**src/sv/assert_macros.svh**
```systemverilog
// Assertion macros for the concurrent checks of the nearest point search.
// Each macro expects signals named clk and rst_n in the using scope.
`ifndef ASSERT_MACROS_SVH
`define ASSERT_MACROS_SVH

// Same-cycle implication, checked outside reset.
`define NPS_ASSERT_NOW(label, ante, cons) \
    label: assert property (@(posedge clk) disable iff (!rst_n) (ante) |-> (cons)) \
        else $error("nearest point search: same-cycle check failed");

// Next-cycle implication, checked outside reset.
`define NPS_ASSERT_NEXT(label, ante, cons) \
    label: assert property (@(posedge clk) disable iff (!rst_n) (ante) |=> (cons)) \
        else $error("nearest point search: next-cycle check failed");

`endif

```
**src/sv/nps_pkg.sv**
```systemverilog
// ----------------------------------------------------------------------------
// nps_pkg
// Types and codes shared by the nearest point search cells and top level.
// ----------------------------------------------------------------------------
`default_nettype none

package nps_pkg;

    localparam int COORD_W = 12;
    localparam int LAYER_W = 3;
    localparam int IDENT_W = 8;
    localparam int SLOT_W  = 3;
    localparam int SQ_W    = 2 * COORD_W;
    localparam int DIST_W  = SQ_W + 1;
    localparam int COUNT_W = 4;

    localparam logic OP_WRITE = 1'b0;
    localparam logic OP_QUERY = 1'b1;

    typedef struct packed {
        logic [LAYER_W-1:0] layer;
        logic [COORD_W-1:0] x;
        logic [COORD_W-1:0] y;
        logic [IDENT_W-1:0] ident;
    } entry_t;

    typedef struct packed {
        logic [LAYER_W-1:0] layer;
        logic [COORD_W-1:0] x;
        logic [COORD_W-1:0] y;
    } query_t;

    // Running best match, handed from cell to cell during a scan.
    typedef struct packed {
        logic               have;
        logic [SLOT_W-1:0]  slot;
        logic [DIST_W-1:0]  distance;
        logic [IDENT_W-1:0] ident;
    } search_rec_t;

    localparam search_rec_t SEARCH_SEED = '0;

endpackage

`default_nettype wire

```
**src/sv/nps_cell.sv**
```systemverilog
// ----------------------------------------------------------------------------
// nps_cell
// One table slot: stores a point, works out its squared distance to the
// held query point and updates the running best match as it passes by.
// ----------------------------------------------------------------------------
`default_nettype none

module nps_cell #(
    parameter int unsigned SLOT = 0
) (
    input  wire logic                                clk,
    input  wire logic                                wr_en,
    input  wire logic [nps_pkg::SLOT_W-1:0]          wr_index,
    input  wire nps_pkg::entry_t                     wr_entry,
    input  wire nps_pkg::query_t                     query,
    input  wire logic [nps_pkg::COUNT_W-1:0]         active_count,
    input  wire logic                                scan_en,
    input  wire nps_pkg::search_rec_t                rec_in,
    output nps_pkg::search_rec_t                     rec_out
);

    localparam logic [nps_pkg::SLOT_W-1:0] SLOT_BITS = nps_pkg::SLOT_W'(SLOT);

    nps_pkg::entry_t             entry_reg;
    logic [nps_pkg::COORD_W-1:0] dx;
    logic [nps_pkg::COORD_W-1:0] dy;
    logic [nps_pkg::SQ_W-1:0]    sq_x_reg;
    logic [nps_pkg::SQ_W-1:0]    sq_y_reg;
    logic [nps_pkg::DIST_W-1:0]  dist_reg;
    logic                        layer_ok_reg;
    logic                        active;
    logic                        take;
    nps_pkg::search_rec_t        rec_reg;
    nps_pkg::search_rec_t        rec_next;

    always_ff @(posedge clk)
    begin
        if (wr_en && (int'(wr_index) == SLOT))
        begin
            entry_reg <= wr_entry;
        end
    end

    assign dx = (entry_reg.x >= query.x) ? (entry_reg.x - query.x) : (query.x - entry_reg.x);
    assign dy = (entry_reg.y >= query.y) ? (entry_reg.y - query.y) : (query.y - entry_reg.y);

    // Squares first, then their sum, so each stage holds one operation.
    always_ff @(posedge clk)
    begin
        sq_x_reg     <= dx * dx;
        sq_y_reg     <= dy * dy;
        dist_reg     <= {1'b0, sq_x_reg} + {1'b0, sq_y_reg};
        layer_ok_reg <= (entry_reg.layer == query.layer);
    end

    assign active = layer_ok_reg && (int'(active_count) > SLOT);

    assign take = active && (!rec_in.have || (dist_reg < rec_in.distance) ||
                  ((dist_reg == rec_in.distance) && (entry_reg.ident < rec_in.ident)));

    always_comb
    begin
        rec_next = rec_in;
        if (take)
        begin
            rec_next.have     = 1'b1;
            rec_next.slot     = SLOT_BITS;
            rec_next.distance = dist_reg;
            rec_next.ident    = entry_reg.ident;
        end
    end

    always_ff @(posedge clk)
    begin
        if (scan_en)
        begin
            rec_reg <= rec_next;
        end
    end

    assign rec_out = rec_reg;

endmodule

`default_nettype wire

```
**config.mk**
```make
export PLATFORM = sky130hd
export DESIGN_NAME = nps_cell
export DESIGN_NICKNAME = d
export VERILOG_FILES = /design/src/sv/assert_macros.svh /design/src/sv/nps_pkg.sv /design/src/sv/nps_cell.sv
export SDC_FILE = /design/constraint.sdc
export NUM_CORES = 1
export LEC_CHECK = 0
export BUFFER_PORTS_ARGS = -buffer_cell sky130_fd_sc_hd__buf_4
export CELL_PAD_IN_SITES_DETAIL_PLACEMENT = 0
export CELL_PAD_IN_SITES_GLOBAL_PLACEMENT = 1
export CORE_ASPECT_RATIO = 0.5
export CORE_MARGIN = 2
export CORE_UTILIZATION = 29
export CTS_CLUSTER_DIAMETER = 50
export DETAILED_ROUTE_END_ITERATION = 10
export GPL_TIMING_DRIVEN = 0
export HOLD_SLACK_MARGIN = 0.03
export PLACE_DENSITY_LB_ADDON = 0.08
export SYNTH_ARGS = -nofsm -noshare
export SYNTH_HDL_FRONTEND = slang
export SYNTH_SLANG_ARGS = --single-unit
```
**constraint.sdc**
```tcl
create_clock -name clk -period 15.1 [get_ports clk]
set_input_delay 3.02 -clock clk [delete_from_list [all_inputs] [get_ports clk]]
set_output_delay 3.02 -clock clk [all_outputs]
set_load 0.005 [all_outputs]
```
==> results of run 1 <==
## logic make-up after synthesis
logic type / Yosys count / synth area share, %
simple gates: 307 / 9.19
mux: 49 / 3.59
buf+inv: 376 / 9.60
compound gates: 237 / 10.4
fa+ha+maj: 376 / 38.7
flops: 144 / 23.5
xor+xnor: 83 / 5.08
## worst max-delay path: cells and delay by family
kind,cells,cell delay [ps]
buffers and inverters,9,1580
adder cells (fa/ha/maj),7,3120
AO/OA/AOI/OAI,10,2130
XOR/XNOR,2,770
AND/OR/NAND/NOR,4,1030
## path summary, 6_finish.rpt
| path | from | end |
|---|---|---|
| hold reg to reg | sq_x_reg[0]$_DFF_P_ | dist_reg[0]$_DFF_P_ |
| setup / recovery | query[0] | sq_y_reg[21]$_DFF_P_ |
| hold / removal | sq_x_reg[0]$_DFF_P_ | dist_reg[0]$_DFF_P_ |
| setup reg to reg | entry_reg[8]$_DFFE_PP_ | sq_y_reg[21]$_DFF_P_ |
## final cells by class
class                   count  area share [%]
repair buffers            150            6.29
clock buffers              18            2.39
flip-flops and latches    144            20.1
multi-input cells        1052            57.2
plain buffers              34            1.06
well taps                 701            4.88
inverters                 342            7.14
clock inverters            14           0.982
## stage by stage
step / instances / setup WS (ps)
floorplan: 1572 / 4900
global placement: 2418 / 3270
detailed placement: 2423 / 3190
CTS: 2455 / 3660
global route: 2455 / 3340
finish: 2455 / 3790
## layer usage
layer	vias up	global-route usage (%)
met5	-	0
met4	0	2.33
met3	20	2.63
met2	155	22.8
met1	5289	20.3
li1	5433	-
## Yosys cell counts (20+ instances only)
cell	instances	area share (%)
inv_1	336	8.2
ha_1	212	17
fa_1	164	21
nor2_1	138	3.4
dfxtp_1	72	9.4
edfxtp_1	72	14
a21oi_1	67	2.2
nand2_1	58	1.4
xnor2_1	45	2.6
a21o_1	42	2.1
o21ai_0	39	1.3
mux2_2	37	2.7
xor2_1	31	1.8
nor2b_1	20	0.82
==> reports/qor.yml, run 1 <==
layout_common_cells: "inv_1, ha_1, fa_1"
grt_start_max_net_pins: 38
grtUsageTotal_pct: 14.3
area_growth_pct: 17.1
synth-async-reset-ratio_pct: 0
rsz0062_at_grt: "no"
start_kind: "primary input"
grt_overflow: 0
relSlewSlack_pct: 19.7
yosysUniqueCellTypes: 73
ios: 146
syn_avg_cell_area_um2: 9.76
grt_pass1_wl_um: 61500
routedLengthMet1_um: 19200
path_max_fanout: 10
required_ps: 15470
cts_tree: "done"
max_freq_ghz: 0.0884
setup_tns_ps: 0
synthCells: 1572
hold-worst-slack_ps: 481
wl_met2_um: 16900
cp_slowest_stage_delay_ps: 630
rows: 59
hold_violations: 0
seqCellArea_um2: 3600
syn_area_um2: 15300
diodes: 0
dp_hpwl_um: 32100
avgRoutedWirePerCell_um: 15.3
final-setup-viol-count: 0
largest_reg_flops: 37
placeableCoreArea_um2: 52100
status: "completed"
numCtsBuffers: 17
start_util_pct: 29.5
wl_met3_um: 1250
clkLatencyLatePin_ps: 450
syn_nets: 2057
synth_edf_count: 72
layout.nets: 2226
reg2reg_depth: 30
cts_sinks: 144
fillers: 5370
io_buffers: 145
ctsHoldBuffers: 0
drc: 0
multiInputGateArea_um2: 10300
tightest_slew_ps: 1190
ys_seq_elements: 144
min_period_ps: 11310
placed_area_um2: 17400
antenna_found_initial: 3
ys.flop_type: "edfxtp_1"
finalWirelength_um: 37700
drv_slew: 0
layout_commonest_cell: "inv_1"
root_buffer: "clkbuf_16"
criticalPathCategory: "in2reg"
h-tree-depth: 4
clk_pin_slew_ps: 70
drv_cap: 0
rrSetupSlack_ps: 6070
cp_data_arrival_time_ps: 11670
finalWeightedCongestion: 0.805
post-route-period-util_pct: 74.9
first_global_vias: 11700
viasPerCell: 4.44
drt_first_pass_iters: 5
die-height_um: 167
layout-drive-gt1-share_pct: 15.9
slowest_stage: "xor2_1"
die_x_um: 329
clk_path_buf_depth: 2
vias: 10900
hold_depth: 1
stdcell_area_um2: 18000
cts_setup_buffers: 0
holdCritPathClass: "reg2reg"
synth_warnings: 0
worst_setup_path_end_kind: "flop"
final_core_util_pct: 34.5
synth.yosys.seq_area_share_pct: 23.5
top_layer_used: "met4"
ant_nets: 0
dieArea_um2: 54900
drtIter0Drc: 399
clock_skew_ps: 17.8
ctsResizeCount: 0
Power of run 1 is not shown: default switching activity piles up to over one toggle a cycle in this logic, so the estimate is an artifact.
==> inputs of run 2 (changes only) <==
==> constraint.sdc (replaced) <==
create_clock -name clk -period 10 [get_ports clk]
set_input_delay 2 -clock clk [delete_from_list [all_inputs] [get_ports clk]]
set_output_delay 2 -clock clk [all_outputs]
set_load 0.005 [all_outputs]
==> reports/qor.yml, run 2 (same netlist as run 1, synthesis figures left out) <==
final-setup-viol-count: 0  # unchanged
numCtsBuffers: 17  # unchanged
diodes: 0  # unchanged
io_buffers: 145  # unchanged
viasPerCell: 4.44  # about the same
finalWeightedCongestion: 0.805  # unchanged
clk_pin_slew_ps: 70  # about the same
antenna_found_initial: 3  # unchanged
ios: 146  # unchanged
worst_setup_path_end_kind: "flop"
r2r_start: "entry_reg[8]$_DFFE_PP_"
drc: 0  # unchanged
max_freq_ghz: 0.104
slowest_stage: "fa_1"
pre_cts_slack_ps: -885  # -4080 ps
root_buffer: "clkbuf_16"
hold-worst-slack_ps: 481  # +0.398 ps
finalWirelength_um: 37700  # about the same
vias: 10900  # +0.32%
layout_common_cells: "inv_1, ha_1, fa_1"
cts_sinks: 144  # unchanged
drtIter0Drc: 401  # +0.50%
post-route-period-util_pct: 96.2
rows: 59  # unchanged
drt_first_pass_iters: 4  # -1
relSlewSlack_pct: 19.7  # unchanged
dieArea_um2: 54900  # unchanged
setup_slack_ps: 381  # -3410 ps
required_ps: 10370  # -5100 ps
setup_tns_ps: 0  # unchanged
status: "completed"
cp_slowest_stage_delay_ps: 540  # -90 ps
area_growth_pct: 18.3
clock_skew_ps: 17.5  # -0.276 ps
cp_data_arrival_time_ps: 9990  # -1680 ps
holdCritPathClass: "reg2reg"
grt_pass1_wl_um: 61500  # about the same
die_x_um: 329  # unchanged
h-tree-depth: 4  # unchanged
ant_nets: 0  # unchanged
avgRoutedWirePerCell_um: 15.3  # -0.22%
clkLatencyLatePin_ps: 450  # about the same
crit_start: "query[0]"
first_global_vias: 11700  # -0.034%
min_from: "sq_x_reg[0]$_DFF_P_"
start_util_pct: 29.5  # unchanged
grt_start_max_net_pins: 38  # unchanged
path_max_fanout: 10  # unchanged
drv_cap: 0  # unchanged
tightest_slew_ps: 1190  # unchanged
drv_slew: 0  # unchanged
min_period_ps: 9620
start_kind: "primary input"
criticalPathCategory: "in2reg"
ctsHoldBuffers: 0  # unchanged
largest_reg_flops: 37  # unchanged
die-height_um: 167  # unchanged
cts_tree: "done"
layout.nets: 2233  # +0.31%
grtUsageTotal_pct: 14.3  # about the same
layout-drive-gt1-share_pct: 16.9  # +1.0 points
layout_commonest_cell: "inv_1"
placeableCoreArea_um2: 52100  # unchanged
clk_path_buf_depth: 2  # unchanged
dp_hpwl_um: 32100  # unchanged
grt_overflow: 0  # unchanged
hold_violations: 0  # unchanged
==> run 2: cell types whose count changed in the layout (fill, tap and decap cells not counted), moves of 3 or more <==
cell and change:
buf_4 +9, xnor2_4 +3, xor2_1 -5, xor2_2 +3
xnor2_2 -3, clkbuf_1 -4
==> run 2: metrics by stage <==
| step | instance area, um^2 | instances | util, % |
|---|---|---|---|
| 4_1_cts | 18000 | 2454 | 34.5 |
| 6_report | 18200 | 2462 | 34.8 |
| 3_5_place_dp | 17400 | 2423 | 33.3 |
| 5_1_grt | 18200 | 2462 | 34.8 |
| 2_1_floorplan | 15300 | 1572 | - |
| 3_3_place_gp | 17300 | 2418 | 33.2 |
==> run 2: metal layers <==
layer  part of all wire, %  up-vias  wire, um  track usage [%]
li1                      -     5438         -                -
met1                    51     5304     19300             20.3
met2                    45      172     17000             22.8
met3                   3.2       18      1190             2.63
met4                  0.64        0       240             2.33
met5                     0        -         0                0
==> run 2: area by class of cell <==
type	count	area [um^2]
well taps	701	877
repair buffers	160	1220
multi-input cells	1052	10400
fillers	5362	34000
clock buffers	18	429
plain buffers	31	185
inverters	342	1280
clock inverters	14	176
flip-flops and latches	144	3600
==> run 2: worst paths after layout <==
check	endpoint	slack, ps	depth (start not counted)
worst max register to register	sq_y_reg[21]$_DFF_P_	1670	33
worst max-delay path	sq_y_reg[21]$_DFF_P_	380	33
worst min-delay path	dist_reg[0]$_DFF_P_	480	1
worst min register to register	dist_reg[0]$_DFF_P_	480	1
==> run 2: worst max-delay path: cells and delay by family <==
kind | cells | cell delay [ps]
AO/OA/AOI/OAI | 10 | 2340
adder cells (fa/ha/maj) | 8 | 3540
XOR/XNOR | 2 | 280
buffers and inverters | 10 | 1110
AND/OR/NAND/NOR | 3 | 690
==> run 2: repair_timing <==
| action | CTS | global route |
|---|---|---|
| buffers inserted | 0 | 10 |
| resized for setup | 2 | 15 |
| endpoints found under the setup margin | 2 | 3 |
| pin swaps | 0 | 5 |
Power of run 2 is left out for the same reason.
